--- src/crft_pkg.sv ---
package crft_pkg;

  // Default build-time sizes of the table
  localparam int unsigned DEF_POOL_DEPTH    = 32;
  localparam int unsigned DEF_CHANNEL_LIMIT = 512;

  // Fixed field widths of the request and response items
  localparam int unsigned ID_W     = 16;
  localparam int unsigned CH_W     = 10;
  localparam int unsigned ACTION_W = 2;
  localparam int unsigned STATUS_W = 3;
  localparam int unsigned INDEX_W  = 5;
  localparam int unsigned OCC_W    = 6;

  // Request actions
  localparam logic [ACTION_W-1:0] ACT_ADD = 2'd0;
  localparam logic [ACTION_W-1:0] ACT_DEL = 2'd1;
  localparam logic [ACTION_W-1:0] ACT_GET = 2'd2;

  // Response status codes
  localparam logic [STATUS_W-1:0] ST_OK        = 3'd0;
  localparam logic [STATUS_W-1:0] ST_DUPLICATE = 3'd1;
  localparam logic [STATUS_W-1:0] ST_INVALID   = 3'd2;
  localparam logic [STATUS_W-1:0] ST_NOT_FOUND = 3'd3;
  localparam logic [STATUS_W-1:0] ST_FULL      = 3'd4;

  // One stored fixture
  typedef struct packed {
    logic [ID_W-1:0] id;
    logic [CH_W-1:0] ch_start;
    logic [CH_W-1:0] ch_total;
    logic [CH_W-1:0] ch_end;
  } crft_entry_t;

  // Controller to datapath
  typedef struct packed {
    logic load;        // capture the accepted request
    logic scan_start;  // rewind the walk pointer to the first entry
    logic shift_start; // point the walk just past the matching entry
    logic run;         // issue table reads while entries remain
    logic shift_mode;  // reads feed the gap-closing write, not the compare
    logic commit;      // decide, update the table and load the response
  } crft_cmd_t;

  // Datapath to controller
  typedef struct packed {
    logic busy;       // reads still outstanding
    logic found;      // identifier matched during the scan
    logic is_delete;  // captured request is a delete
    logic out_free;   // response register can take a new response
  } crft_stat_t;

endpackage

--- src/channel_range_fixture_table.sv ---
// Channel   Direction  Protocol  Carries
// in_       slave      stream    request: action, fixture id, channel span
// out_      master     stream    response: status, index, entry fields, occupancy
//
// With n entries stored, every request walks all n of them, one entry a cycle
// through the single read port of the table memory, before it answers. A delete
// that hits position p then walks the entries behind it again, moving each one
// down to close the gap; none if the entry was the last. in_tready rises together
// with out_tvalid.
// Reset clears the entry count, the walk state and the response valid flag; no clearing pass.
// A stalled response holds in its register; the next request is still taken and
// waits at the end of its walk until that register frees.
module channel_range_fixture_table #(
  parameter int unsigned POOL_DEPTH    = crft_pkg::DEF_POOL_DEPTH,
  parameter int unsigned CHANNEL_LIMIT = crft_pkg::DEF_CHANNEL_LIMIT
) (
  input  logic        clk,
  input  logic        rst_n,
  input  logic        in_tvalid,
  output logic        in_tready,
  // fixture_id[15:0], start_channel[25:16], channel_total[35:26], end_channel[45:36]
  input  logic [47:0] in_tdata,
  // action[1:0]
  input  logic [1:0]  in_tuser,
  output logic        out_tvalid,
  input  logic        out_tready,
  // entry_index[4:0], entry_start[14:5], entry_channels[24:15], entry_end[34:25],
  // occupancy[40:35]
  output logic [47:0] out_tdata,
  // status[2:0]
  output logic [2:0]  out_tuser
);
  import crft_pkg::*;

  crft_cmd_t  cmd;
  crft_stat_t st;

  logic [STATUS_W-1:0] rsp_status;
  logic [INDEX_W-1:0]  rsp_index;
  logic [CH_W-1:0]     rsp_start;
  logic [CH_W-1:0]     rsp_channels;
  logic [CH_W-1:0]     rsp_end;
  logic [OCC_W-1:0]    rsp_occupancy;

  // Sequence each request: capture, scan, optional shift, answer
  crft_ctrl u_ctrl (
    .clk       (clk),
    .rst_n     (rst_n),
    .in_tvalid (in_tvalid),
    .in_tready (in_tready),
    .cmd       (cmd),
    .st        (st)
  );

  // Table memory, scan compare, decision and response register
  crft_datapath #(
    .POOL_DEPTH    (POOL_DEPTH),
    .CHANNEL_LIMIT (CHANNEL_LIMIT)
  ) u_datapath (
    .clk           (clk),
    .rst_n         (rst_n),
    .cmd           (cmd),
    .st            (st),
    .req_action    (in_tuser),
    .req_id        (in_tdata[15:0]),
    .req_start     (in_tdata[25:16]),
    .req_total     (in_tdata[35:26]),
    .req_end       (in_tdata[45:36]),
    .out_tready    (out_tready),
    .out_tvalid    (out_tvalid),
    .rsp_status    (rsp_status),
    .rsp_index     (rsp_index),
    .rsp_start     (rsp_start),
    .rsp_channels  (rsp_channels),
    .rsp_end       (rsp_end),
    .rsp_occupancy (rsp_occupancy)
  );

  // Pack the response, padding to whole bytes
  assign out_tdata = {7'b0, rsp_occupancy, rsp_end, rsp_channels, rsp_start, rsp_index};
  assign out_tuser = rsp_status;

  // Table walk must be finished whenever a new request may be taken
  a_idle_quiet: assert property (@(posedge clk) disable iff (!rst_n)
    in_tready |-> !st.busy)
    else $error("table walk still active while accepting a request");

  // Drop out of idle straight after a request is taken
  a_busy_after_accept: assert property (@(posedge clk) disable iff (!rst_n)
    (in_tvalid && in_tready) |=> !in_tready)
    else $error("request accepted while the previous one is in progress");

  // Never overwrite a response that has not been taken
  a_commit_free: assert property (@(posedge clk) disable iff (!rst_n)
    cmd.commit |-> st.out_free)
    else $error("response committed over a stalled response");

  // Reported occupancy stays within the table depth
  a_occ_bound: assert property (@(posedge clk) disable iff (!rst_n)
    out_tvalid |-> (out_tdata[40:35] <= POOL_DEPTH))
    else $error("occupancy above table depth");

endmodule

--- src/crft_ctrl.sv ---
module crft_ctrl (
  input  logic               clk,
  input  logic               rst_n,
  input  logic               in_tvalid,
  output logic               in_tready,
  output crft_pkg::crft_cmd_t cmd,
  input  crft_pkg::crft_stat_t st
);
  import crft_pkg::*;

  typedef enum logic [3:0] {
    S_IDLE   = 4'b0001,
    S_SCAN   = 4'b0010,
    S_SHIFT  = 4'b0100,
    S_FINISH = 4'b1000
  } crft_state_t;

  crft_state_t state_r, state_nxt;

  always_comb begin
    state_nxt = state_r;
    cmd       = '0;
    in_tready = 1'b0;
    case (state_r)
      S_IDLE: begin
        in_tready = 1'b1;
        if (in_tvalid) begin
          cmd.load       = 1'b1;
          cmd.scan_start = 1'b1;
          state_nxt      = S_SCAN;
        end
      end
      S_SCAN: begin
        cmd.run = 1'b1;
        if (!st.busy) begin
          if (st.is_delete && st.found) begin
            cmd.shift_start = 1'b1;
            state_nxt       = S_SHIFT;
          end else begin
            state_nxt = S_FINISH;
          end
        end
      end
      S_SHIFT: begin
        cmd.run        = 1'b1;
        cmd.shift_mode = 1'b1;
        if (!st.busy) begin
          state_nxt = S_FINISH;
        end
      end
      S_FINISH: begin
        // hold until the response register is free
        if (st.out_free) begin
          cmd.commit = 1'b1;
          state_nxt  = S_IDLE;
        end
      end
      default: begin
        state_nxt = S_IDLE;
      end
    endcase
  end

  always_ff @(posedge clk) begin
    if (!rst_n) begin
      state_r <= S_IDLE;
    end else begin
      state_r <= state_nxt;
    end
  end

endmodule

--- src/crft_datapath.sv ---
module crft_datapath #(
  parameter int unsigned POOL_DEPTH    = crft_pkg::DEF_POOL_DEPTH,
  parameter int unsigned CHANNEL_LIMIT = crft_pkg::DEF_CHANNEL_LIMIT
) (
  input  logic                          clk,
  input  logic                          rst_n,
  input  crft_pkg::crft_cmd_t           cmd,
  output crft_pkg::crft_stat_t          st,
  input  logic [crft_pkg::ACTION_W-1:0] req_action,
  input  logic [crft_pkg::ID_W-1:0]     req_id,
  input  logic [crft_pkg::CH_W-1:0]     req_start,
  input  logic [crft_pkg::CH_W-1:0]     req_total,
  input  logic [crft_pkg::CH_W-1:0]     req_end,
  input  logic                          out_tready,
  output logic                          out_tvalid,
  output logic [crft_pkg::STATUS_W-1:0] rsp_status,
  output logic [crft_pkg::INDEX_W-1:0]  rsp_index,
  output logic [crft_pkg::CH_W-1:0]     rsp_start,
  output logic [crft_pkg::CH_W-1:0]     rsp_channels,
  output logic [crft_pkg::CH_W-1:0]     rsp_end,
  output logic [crft_pkg::OCC_W-1:0]    rsp_occupancy
);
  import crft_pkg::*;

  localparam int unsigned IDX_W = (POOL_DEPTH > 1) ? $clog2(POOL_DEPTH) : 1;
  localparam int unsigned CNT_W = $clog2(POOL_DEPTH + 1);

  // Table memory: one write and one registered read a cycle
  crft_entry_t slot_mem [POOL_DEPTH];
  crft_entry_t rd_q_r;

  // Captured request
  logic [ACTION_W-1:0] act_r;
  crft_entry_t         req_r;

  // Walk control
  logic [CNT_W-1:0] cnt_r, cnt_nxt;
  logic [CNT_W-1:0] sc_r, sc_nxt;
  logic             dv_r;
  logic [IDX_W-1:0] tag_r;
  logic             issue;

  // Scan findings
  logic             found_r, found_nxt;
  logic             clash_r, clash_nxt;
  logic [IDX_W-1:0] pos_r, pos_nxt;
  crft_entry_t      hit_r, hit_nxt;
  logic             id_match, span_clash;

  // Decision
  logic [STATUS_W-1:0] res_status;
  logic [IDX_W-1:0]    res_idx;
  crft_entry_t         res_entry;
  logic                add_ok, del_ok;
  logic [CNT_W-1:0]    cnt_after;
  logic [CNT_W+OCC_W-1:0]   occ_ext;
  logic [IDX_W+INDEX_W-1:0] idx_ext;

  // Memory write port
  logic             mem_we;
  logic [IDX_W-1:0] mem_wa;
  crft_entry_t      mem_wd;

  // Response register
  logic                out_valid_r, out_valid_nxt;
  logic [STATUS_W-1:0] o_status_r;
  logic [INDEX_W-1:0]  o_index_r;
  crft_entry_t         o_entry_r;
  logic [OCC_W-1:0]    o_occ_r;

  assign issue = cmd.run && (sc_r < cnt_r);

  assign st.busy      = issue || dv_r;
  assign st.found     = found_r;
  assign st.is_delete = (act_r == ACT_DEL);
  assign st.out_free  = !out_valid_r || out_tready;

  // Compare the entry read back last cycle
  assign id_match   = (rd_q_r.id == req_r.id);
  assign span_clash = (req_r.ch_start <= rd_q_r.ch_end) &&
                      (({1'b0, rd_q_r.ch_start} + 11'd1) <=
                       ({1'b0, req_r.ch_start} + {1'b0, req_r.ch_total}));

  always_comb begin
    sc_nxt    = sc_r;
    found_nxt = found_r;
    clash_nxt = clash_r;
    pos_nxt   = pos_r;
    hit_nxt   = hit_r;
    if (cmd.scan_start) begin
      sc_nxt    = '0;
      found_nxt = 1'b0;
      clash_nxt = 1'b0;
    end else if (cmd.shift_start) begin
      sc_nxt = CNT_W'(pos_r) + CNT_W'(1);
    end else if (issue) begin
      sc_nxt = sc_r + CNT_W'(1);
    end
    if (dv_r && !cmd.shift_mode) begin
      if (id_match && !found_r) begin
        found_nxt = 1'b1;
        pos_nxt   = tag_r;
        hit_nxt   = rd_q_r;
      end
      if (span_clash) begin
        clash_nxt = 1'b1;
      end
    end
  end

  // Outcome of the request once the scan is complete
  always_comb begin
    res_status = ST_INVALID;
    res_idx    = '0;
    res_entry  = '0;
    add_ok     = 1'b0;
    del_ok     = 1'b0;
    case (act_r)
      ACT_ADD: begin
        if (found_r) begin
          res_status = ST_DUPLICATE;
        end else if (req_r.ch_end > CH_W'(CHANNEL_LIMIT)) begin
          res_status = ST_INVALID;
        end else if (clash_r) begin
          res_status = ST_INVALID;
        end else if (cnt_r >= CNT_W'(POOL_DEPTH)) begin
          res_status = ST_FULL;
        end else begin
          res_status = ST_OK;
          res_idx    = cnt_r[IDX_W-1:0];
          add_ok     = 1'b1;
        end
      end
      ACT_DEL: begin
        if (found_r) begin
          res_status = ST_OK;
          res_idx    = pos_r;
          del_ok     = 1'b1;
        end else begin
          res_status = ST_NOT_FOUND;
        end
      end
      ACT_GET: begin
        if (found_r) begin
          res_status = ST_OK;
          res_idx    = pos_r;
          res_entry  = hit_r;
        end else begin
          res_status = ST_NOT_FOUND;
        end
      end
      default: begin
        res_status = ST_INVALID;
      end
    endcase
  end

  always_comb begin
    if (add_ok) begin
      cnt_after = cnt_r + CNT_W'(1);
    end else if (del_ok) begin
      cnt_after = cnt_r - CNT_W'(1);
    end else begin
      cnt_after = cnt_r;
    end
    cnt_nxt = cmd.commit ? cnt_after : cnt_r;
    occ_ext = {{OCC_W{1'b0}}, cnt_after};
    idx_ext = {{INDEX_W{1'b0}}, res_idx};
  end

  // Write port: append on add, close the gap during a delete
  always_comb begin
    if (cmd.shift_mode) begin
      mem_we = dv_r;
      mem_wa = tag_r - IDX_W'(1);
      mem_wd = rd_q_r;
    end else begin
      mem_we = cmd.commit && add_ok;
      mem_wa = cnt_r[IDX_W-1:0];
      mem_wd = req_r;
    end
  end

  always_ff @(posedge clk) begin
    if (mem_we) begin
      slot_mem[mem_wa] <= mem_wd;
    end
    rd_q_r <= slot_mem[sc_r[IDX_W-1:0]];
  end

  always_comb begin
    out_valid_nxt = out_valid_r;
    if (cmd.commit) begin
      out_valid_nxt = 1'b1;
    end else if (out_tready) begin
      out_valid_nxt = 1'b0;
    end
  end

  always_ff @(posedge clk) begin
    if (!rst_n) begin
      cnt_r       <= '0;
      sc_r        <= '0;
      dv_r        <= 1'b0;
      found_r     <= 1'b0;
      clash_r     <= 1'b0;
      out_valid_r <= 1'b0;
    end else begin
      cnt_r       <= cnt_nxt;
      sc_r        <= sc_nxt;
      dv_r        <= issue;
      found_r     <= found_nxt;
      clash_r     <= clash_nxt;
      out_valid_r <= out_valid_nxt;
    end
  end

  always_ff @(posedge clk) begin
    tag_r <= sc_r[IDX_W-1:0];
    pos_r <= pos_nxt;
    hit_r <= hit_nxt;
    if (cmd.load) begin
      act_r          <= req_action;
      req_r.id       <= req_id;
      req_r.ch_start <= req_start;
      req_r.ch_total <= req_total;
      req_r.ch_end   <= req_end;
    end
    if (cmd.commit) begin
      o_status_r <= res_status;
      o_index_r  <= idx_ext[INDEX_W-1:0];
      o_entry_r  <= res_entry;
      o_occ_r    <= occ_ext[OCC_W-1:0];
    end
  end

  assign out_tvalid    = out_valid_r;
  assign rsp_status    = o_status_r;
  assign rsp_index     = o_index_r;
  assign rsp_start     = o_entry_r.ch_start;
  assign rsp_channels  = o_entry_r.ch_total;
  assign rsp_end       = o_entry_r.ch_end;
  assign rsp_occupancy = o_occ_r;

endmodule

--- config.mk ---
export PLATFORM = sky130hd
export DESIGN_NAME = channel_range_fixture_table
export DESIGN_NICKNAME = d
export VERILOG_FILES = /design/src/crft_pkg.sv /design/src/channel_range_fixture_table.sv /design/src/crft_ctrl.sv /design/src/crft_datapath.sv
export SDC_FILE = /design/constraint.sdc
export NUM_CORES = 1
export LEC_CHECK = 0
export BUFFER_PORTS_ARGS = -buffer_cell sky130_fd_sc_hd__buf_2
export CAP_MARGIN = 40
export CORE_ASPECT_RATIO = 1.5
export CORE_MARGIN = 1.5
export CORE_UTILIZATION = 30
export DETAILED_ROUTE_END_ITERATION = 8
export PLACE_DENSITY = 0.41
export SYNTH_ARGS = -nofsm -noshare
export SYNTH_HDL_FRONTEND = slang
export SYNTH_SLANG_ARGS = --single-unit
export TNS_END_PERCENT = 100
--- constraint.sdc ---
create_clock -name clk -period 7 [get_ports clk]
set_input_delay 2.1 -clock clk [delete_from_list [all_inputs] [get_ports clk]]
set_output_delay 2.1 -clock clk [all_outputs]
set_load 0.005 [all_outputs]
* After elaboration in Yosys (flattened, before gate mapping)
Memories as Yosys holds them, arrays and structs flattened. A register that Yosys moved wholly into a read port is not among the register bits.
Index checks and enable logic that the tools add are counted.
** Cells by class
- Add/sub/neg operators :: 7
- Order comparisons :: 5
- Equal/unequal tests :: 11
- Mux-type cells :: 52
- Bitwise gates (word level) :: 1
- Reductions and logical operators :: 20
** Operators by type and width (count)
- 46-bit 2-to-1 mux :: 1
- 5-bit 2-to-1 mux :: 6
- 1-bit 2-to-1 mux :: 26
- 6-bit 2-to-1 mux :: 4
- 4-bit 2-to-1 mux :: 5
- 16-bit == test :: 1
- 4-bit case mux with 4 select lines :: 1
- 6-bit by 1-bit adder with 6-bit output (second input constant) :: 2
- 3-bit 2-to-1 mux :: 4
- 10-bit by 1-bit adder with 11-bit output (second input constant) :: 1
- 10-bit by 10-bit adder with 11-bit output :: 1
- 11-bit less-or-equal comparator :: 1
- 10-bit greater-than comparator (second input constant) :: 1
- 10-bit less-or-equal comparator :: 1
- 5-bit case mux with 2 select lines :: 1
- 2-bit != test (second input constant) :: 4
- 5-bit by 1-bit adder with 6-bit output (second input constant) :: 1
- 6-bit >= comparator (second input constant) :: 1
- 1-bit logical AND :: 6
- 6-bit < comparator :: 1
- 2-bit 2-to-1 mux :: 3
- 3-bit case mux with 2 select lines :: 1
- 2-bit OR reduction :: 3
- 6-bit by 1-bit subtractor with 6-bit output (second input constant) :: 1
- 14 further kinds :: 19
** Storage, ports and cells
- Register bits :: 152
- RAM bits :: 1472
- Input bits :: 54
- Output and inout port bits :: 53
- Logic and storage cells :: 120
- Memories kept :: 1
** Memory list
- u_datapath.slot_mem :: depth 32, bits a word 46, read ports 1, clocked after Yosys merged registers in 1, write ports 1, RTL line crft_datapath.sv:29 : crft_entry_t slot_mem [POOL_DEPTH];

* Logic depth before layout (Yosys ltp)
Gate-level depths: netlist of run 1.
- Depth after elaboration :: 10
- Depth in mapped cells :: 16
- Depth with buffers taken out :: 16

* By module
A second synthesis of run 1 with hierarchy kept.
** Unflattened totals
- Cell total of the unflattened synthesis :: 2819
- Area, all modules :: 64489.4 um^2
** By module, submodules not included
- crft_datapath :: instances 1, cells each 2773, area an instance 64116.5 um^2, seq. area each 49357.3 um^2
- crft_ctrl :: instances 1, cells each 38, area an instance 316.6 um^2, seq. area each 80.1 um^2
- channel_range_fixture_table :: instances 1, cells each 8, area an instance 56.3 um^2, seq. area each 0.0 um^2

* Worst setup path after synthesis of run 1
No wires, ideal clock.
- Kind :: input port to flip-flop
- From :: input out_tready
- To :: memory u_datapath.slot_mem[22][0] (netlist bit) (enable)
- Library setup time :: 0.450 ns
- Arrival time :: 6.013 ns
- Data required time :: 6.550 ns
- Slack :: 0.537 ns
- Cell stages on the path :: 7
- Path buffers :: 0
- Cells stage by stage :: nand2b_1 -> nand2_1 -> inv_1 -> o21ai_0 -> a21boi_0 -> nand2_1 -> nor2_1
** RTL lines
- start: declaration :: RTL line channel_range_fixture_table.sv:26 : input logic out_tready,
- end: declaration :: RTL line crft_datapath.sv:29

==> results of run 1 <==
power groups by stage:
stage | clock, µW | sequential, µW | combinational (µW)
finish | 8850 | 11100 | 395
global route | 9450 | 11100 | 440
CTS | 9100 | 11100 | 401
detailed placement | 0 | 11300 | 400
global placement | 0 | 11300 | 377
floorplan | 0 | 11200 | 227
area by class of cell:
| cell class | instances | area, µm² |
|---|---|---|
| Multi-Input combinational cell | 1075 | 14600 |
| Inverter | 34 | 130 |
| Sequential cell | 1670 | 49500 |
| Tap cell | 2835 | 3550 |
| Timing Repair Buffer | 183 | 1720 |
| Antenna cell | 4 | 10.0 |
| Fill cell | 19800 | 139000 |
| Clock buffer | 235 | 4780 |
| Clock inverter | 70 | 586 |
per-layer routing:
metal  vias to the layer above  global-route usage
li1                      12600                   -
met2                       831               0.284
met4                         0              0.0412
met3                       210              0.0204
met1                     16500               0.208
met5                         -                   0
through the flow:
stage | power [µW] | hold WS, ns | instances | utilization
2_1_floorplan | 11500 | 0.351 | 2923 | -
3_3_place_gp | 11700 | 0.411 | 5785 | 0.323
3_5_place_dp | 11700 | 0.423 | 5797 | 0.324
4_1_cts | 20600 | 0.433 | 6102 | 0.349
5_1_grt | 20900 | 0.457 | 6103 | 0.349
6_report | 20300 | 0.437 | 6106 | 0.349
registers in the layout, summed over array words and instances (netlist names):
register,cells
u_datapath.rd_q_r,46
u_datapath.cnt_r,6
u_ctrl.state_r,4
u_datapath.clash_r,1
u_datapath.pos_r,5
u_datapath.rsp_occupancy,6
u_datapath.slot_mem,1472
u_datapath.hit_r,30
u_datapath.rsp_channels,10
u_datapath.rsp_index,5
u_datapath.dv_r,1
u_datapath.found_r,1
u_datapath.rsp_status,3
u_datapath.rsp_end,10
u_datapath.req_r,46
u_datapath.sc_r,6
u_datapath.act_r,2
u_datapath.tag_r,5
u_datapath.rsp_start,10
u_datapath.out_tvalid,1
worst max-delay path: stages:
cell      delay [ns]
buf_2           0.07
nand2b_1        0.15
nand2_1         0.21
inv_2           0.10
o21ai_0         0.17
a21boi_0        0.32
nand2_1         0.53
nor2_4          0.76
buf_12          0.39
cells in the mapped netlist (13+ instances only):
cell and instances:
o21ai_0 20, dfxtp_1 71, xor2_1 25, buf_4 38, nand2_1 166, clkbuf_1 57
edfxtp_1 1599, buf_1 24, and3_1 36, nand3_1 26, buf_2 13, inv_1 34
mux4_2 460, xnor2_1 19, a21oi_1 28, nor2_1 67, mux2_2 46, ha_1 46
how the worst max path moves through the flow:
stage,slack (ns),cells after the start,to,start
6_report,2.51,9,u_datapath.slot_mem[2][19]$_DFFE_PP_,out_tready
5_1_grt,2.25,9,u_datapath.slot_mem[18][19]$_DFFE_PP_,out_tready
4_1_cts,2.45,9,u_datapath.slot_mem[2][18]$_DFFE_PP_,out_tready
3_5_place_dp,1.63,9,u_datapath.slot_mem[2][11]$_DFFE_PP_,out_tready
3_3_place_gp,1.55,9,u_datapath.slot_mem[11][24]$_DFFE_PP_,out_tready
2_1_floorplan,0.54,7,u_datapath.slot_mem[22][0]$_DFFE_PP_,out_tready
kinds of logic (layout without fill, tap and decap cells):
kind of cell | count (synthesis) | after routing | share of synthesized area
adders and majority gates | 47 | 47 | 0.00921
xor gates and xnor gates | 44 | 44 | 0.00596
buffers and inverters | 178 | 522 | 0.0142
AOI/OAI and AO/OA | 97 | 97 | 0.0101
and+or+nand+nor | 372 | 372 | 0.0271
other | 1 | 11 | 0.0000580
muxes | 508 | 508 | 0.169
DFF | 1670 | 1670 | 0.765
==> results.tsv, run 1 <==
stage	metric	value	unit
status	outcome	finished, final reports clean	
drt	vias per cell	4.94	
drt	post-DR wirelength/cell	28.8	µm
global_routing	first-pass GRT wire length	249000	µm
cts	hold_buf cts	0	
synthesis	number of enable flip-flop cells after synthesis	1599	
floorplanning	die width	382	µm
sta	Slew Limit Fails	0	
sta	Tmin final	4.49	ns
sta	transition time of the tightest slew-check pin	1.16	ns
worst_setup_path	crit path kind	input pin to flop	
floorplanning	Starting Density	0.302	
drt	First-pass DRT Iterations	7	
global_routing	gr ovfl total	0	
worst_setup_path	CP max FO	35	
synthesis	Synth Warn #	0	
finish	most frequent cells in the layout	edfxtp_1, mux4_2, clkbuf_16, nand2_1, buf_2	
drt	top sig layer	met4	
drt	Final ANT Viol Nets	0	
floorplanning	io pins	107	
global_routing	global-route usage over all layers	0.161	
global_routing	pin count of the biggest net entering global routing	134	
synthesis	Synth top area share	0.743	
min_path	min-delay worst type	flop to flop	
finish	final instance area	74800	µm²
floorplanning	Core ar.	214000	µm²
power_and_ir_drop	Clock Power Share	0.436	
run	Max Cap Violations	0	
finish	Layout Nets	3238	
sta	Final period util	0.642	
worst_setup_path	critical path data arrival time	4.91	ns
min_path	Hold Path Origin	u_datapath.rd_q_r[15]$_DFF_P_	
synthesis	Synth area leaders	edfxtp_1, mux4_2, dfxtp_1	
global_routing	number of global-route vias before repair	32500	
power_and_ir_drop	maximum vdd ir drop	0.170	mV
placed_design	Post-DP HPWL	102000	µm
sta	Worst Skew	0.0602	ns
power_and_ir_drop	Combinational Power Share	0.019	
synthesis	Synth area leader	edfxtp_1	
floorplanning	Die ar.	218000	µm²
worst_setup_path	R2R Setup Slk	2.91	ns
placed_design	Port Buffers	97	
power_and_ir_drop	internal power	16200	µW
placed_design	dpl cell area	69400	µm²
sta	Max Freq	0.223	GHz
cts	clk sink count	1670	
cts	clock root buffer	clkbuf_16	
floorplanning	DIE HEIGHT	572	µm
synthesis	synthesized area	64600	µm²
worst_setup_path	FF-to-FF End	u_datapath.slot_mem[2][19]$_DFFE_PP_	
worst_setup_path	Startpoint Class	input pin	
drt	drc violations	0	
sta	PnR worst setup slack	2.51	ns
synthesis	Mapped Cells	2917	
min_path	hold path endpoint	u_datapath.hit_r[15]$_DFFE_PP_	
sta	RSZ-0062 raised after global routing	no	
synthesis	ys flop type	edfxtp_1	
floorplanning	row cnt	208	
drt	total wire length	176000	µm
finish	share of layout cells above drive strength 1	0.298	
power_and_ir_drop	sequential power share	0.545	
synthesis	Distinct cells, synth	65	
sta	post-route setup TNS	0	ns
power_and_ir_drop	P_leak	0.0229	µW
finish	most common cell after layout, fill and taps aside	edfxtp_1	
cts	CTS Buffer Depth	4	
cts	post-CTS setup buffer count	0	
worst_setup_path	Reg2Reg Depth	9	
drt	detailed-route via count	30200	
drt	First DRT Iteration DRCs	2617	
drt	Post-Route M1 WL	73400	µm
synthesis	FF+latch count, synth	1670	
sta	Hold Vio Cnt, Final	0	
sta	Setup violations, final	0	
synthesis	Async SR Flop Fraction	0	
drt	met3 wire length	7760	µm
sta	Slew HR	0.227	
cts	Resized Gates After CTS	0	
synthesis	syn avg cell area	22.2	µm²
cts	CTS Buf Count	173	
min_path	Hold Path Cell Cnt	0	
cts	Clock Pin Slew Worst Setup and Hold Paths	0.06	ns
power_and_ir_drop	Sw Pwr	4100	µW
power_and_ir_drop	PwrDens	272	nW/µm²
global_routing	initial antenna violation count	13	
cts	Max H-tree Level	4	
finish	Area Growth Syn to Fin	15.7	%
power_and_ir_drop	Net Sw Frac	0.202	
worst_setup_path	reg2reg start	u_datapath.act_r[0]$_DFFE_PP_	
placed_design	Routability Congestion	0.767	
worst_setup_path	Data required, critical path	7.41	ns
cts	CTS tree	built	
worst_setup_path	CP Capture Type	flop	
drt	met2 wire len	90800	µm
placed_design	Setup WS pre-CTS	1.63	ns
synthesis	sequential share of the synthesized area	0.765	
cts	Worst-Skew Late Latency	0.80	ns
Note: power is estimated with default switching activity, not from simulation.
==> run 2, diff against run 1 <==
- clock period: 7 -> 4.6 ns (I/O delays scaled with it)
==> run 2 against run 1 <==
Against the previous run:
- sequential power is 51% higher
- design area is 0.15% lower
- clock-buffer cell count is 7 lower
- clock power is 49% higher
- largest power group unchanged
- highest routed layer is now met5
==> results.tsv, run 2 (synthesis gave the netlist of run 1 again) <==
stage	metric	value	unit	change
status	outcome	finished, final reports clean		
worst_setup_path	Startpoint Class	flop		
drt	total wire length	181000	µm	+3.0%
global_routing	number of global-route vias before repair	32400		-0.38%
global_routing	first-pass GRT wire length	253000	µm	+1.8%
worst_setup_path	R2R Setup Slk	0.81	ns	-2.10 ns
cts	clk sink count	1670		unchanged
sta	Slew HR	0.282		+0.0556
worst_setup_path	crit path kind	flop to flop		
drt	First DRT Iteration DRCs	2656		+1.5%
cts	post-CTS setup buffer count	0		unchanged
sta	Final period util	0.824		
cts	Clock Pin Slew Worst Setup and Hold Paths	0.06	ns	about the same
finish	# fillers	19800		+0.086%
placed_design	Routability Congestion	0.801		+4.4%
worst_setup_path	Data required, critical path	5.02	ns	-2.39 ns
sta	Slew Limit Fails	0		unchanged
sta	Tmin final	3.79	ns	
floorplanning	Core ar.	214000	µm²	unchanged
placed_design	Setup WS pre-CTS	0.523	ns	-1.11 ns
finish	register with the most flip-flops	u_datapath.slot_mem		
sta	transition time of the tightest slew-check pin	1.08	ns	-0.0834 ns
power_and_ir_drop	maximum vdd ir drop	0.256	mV	+51%
finish	Area Growth Syn to Fin	15.5	%	
sta	Hold Vio Cnt, Final	0		unchanged
sta	post-route setup TNS	0	ns	unchanged
placed_design	Post-DP HPWL	102000	µm	+0.25%
drt	met2 wire len	92400	µm	+1.8%
floorplanning	Die ar.	218000	µm²	unchanged
sta	Worst Skew	0.0594	ns	-0.000750 ns
sta	RSZ-0062 raised after global routing	no		
floorplanning	row cnt	208		unchanged
sta	PnR worst setup slack	0.811	ns	-1.69 ns
power_and_ir_drop	P_leak	0.0229	µW	-0.12%
sta	Max Freq	0.264	GHz	
cts	clock root buffer	clkbuf_16		
cts	Max H-tree Level	4		unchanged
drt	vias per cell	4.92		-0.30%
drt	top sig layer	met5		
drt	detailed-route via count	30100		-0.16%
run	Max Cap Violations	0		unchanged
min_path	min-delay worst type	flop to flop		
floorplanning	io pins	107		unchanged
drt	Final ANT Viol Nets	0		unchanged
global_routing	gr ovfl total	0		unchanged
finish	most frequent cells in the layout	edfxtp_1, mux4_2, clkbuf_16, nand2_1, buf_2		
cts	Worst-Skew Late Latency	0.82	ns	+0.02 ns
placed_design	Port Buffers	97		unchanged
worst_setup_path	CP max FO	17		-51%
finish	Layout Nets	3254		+0.49%
sta	Setup violations, final	0		unchanged
finish	biggest regs	u_datapath.slot_mem: 1472 flops, u_datapath.rd_q_r: 46 flops, u_datapath.req_r: 46 flops		
global_routing	initial antenna violation count	15		+2
drt	Post-Route M1 WL	75900	µm	+3.4%
power_and_ir_drop	PwrDens	410	nW/µm²	+51%
drt	First-pass DRT Iterations	5		-2
finish	most common cell after layout, fill and taps aside	edfxtp_1		
cts	CTS Buf Count	169		-2.3%
drt	met3 wire length	8640	µm	+11%
drt	drc violations	0		unchanged
cts	hold_buf cts	0		unchanged
finish	share of layout cells above drive strength 1	0.299		+0.000922
cts	Resized Gates After CTS	0		unchanged
worst_setup_path	CP Capture Type	flop		
cts	CTS Buffer Depth	4		unchanged
global_routing	global-route usage over all layers	0.165		+0.00437
floorplanning	die width	382	µm	unchanged
floorplanning	Starting Density	0.302		unchanged
worst_setup_path	critical path data arrival time	4.21	ns	-0.70 ns
finish	max FFs per register	1472		unchanged
drt	post-DR wirelength/cell	29.6	µm	+2.9%
cts	CTS tree	built		
global_routing	pin count of the biggest net entering global routing	135		+0.75%
floorplanning	DIE HEIGHT	572	µm	unchanged
-- run 2: cell types whose count changed in the layout (fill, tap and decap cells not counted), sizes merged --
cell	delta
buf	+20
bufinv	-2
clkbuf	-7
clkinv	-2
clkinvlp	-1
diode	-1
inv	+2
-- run 2: worst max-delay path, cell delays in order (launching register included) --
cell and delay, ns:
edfxtp_1 0.43, inv_1 0.10, ha_1 0.22, nor4b_1 0.35, and4_1 0.32, o21ai_0 0.25
a21oi_1 0.26, nand2_1 0.51, buf_4 0.37, nor2_4 0.14, buf_4 0.42
-- run 2: worst paths after layout --
path / end / depth (start not counted) / startpoint
setup reg to reg: u_datapath.slot_mem[8][4]$_DFFE_PP_ / 10 / u_datapath.act_r[1]$_DFFE_PP_
hold reg to reg: u_datapath.hit_r[16]$_DFFE_PP_ / 0 / u_datapath.rd_q_r[16]$_DFF_P_
hold / removal: u_datapath.hit_r[16]$_DFFE_PP_ / 0 / u_datapath.rd_q_r[16]$_DFF_P_
setup / recovery: u_datapath.slot_mem[8][4]$_DFFE_PP_ / 10 / u_datapath.act_r[1]$_DFFE_PP_
-- run 2: metrics by stage --
stage / std cells / util / cell area (µm²) / total power (µW) / hold WS (ns)
global placement: 5816 / 0.324 / 69500 / 17700 / 0.422
floorplan: 2923 / - / 64700 / 17500 / 0.351
finish: 6115 / 0.349 / 74700 / 30600 / 0.429
global route: 6113 / 0.349 / 74700 / 31600 / 0.449
CTS: 6112 / 0.349 / 74700 / 31000 / 0.435
detailed placement: 5817 / 0.325 / 69500 / 17800 / 0.417
-- run 2: routing by layer --
metal	global-route usage	vias to the layer above
met3	0.0272	234
met1	0.213	16500
li1	-	12600
met4	0.0431	2
met5	0	-
met2	0.288	753
-- run 2: layout make-up --
| class | count | area (µm²) | share of cell area |
|---|---|---|---|
| timing repair buffer | 203 | 1820 | 0.0244 |
| inverter | 34 | 130 | 0.00174 |
| clock inverter | 67 | 500 | 0.00670 |
| multi-input combinational | 1075 | 14600 | 0.195 |
| sequential | 1670 | 49500 | 0.662 |
| clock buffer | 228 | 4660 | 0.0624 |
| tap | 2835 | 3550 | 0.0475 |
| antenna | 3 | 7.51 | 0.000101 |
-- run 2: power by group --
| group | internal [µW] | switching [µW] |
|---|---|---|
| Clock | 7470 | 5690 |
| Sequential | 16800 | 46.8 |
| Combinational | 142 | 486 |
| Total | 24400 | 6220 |
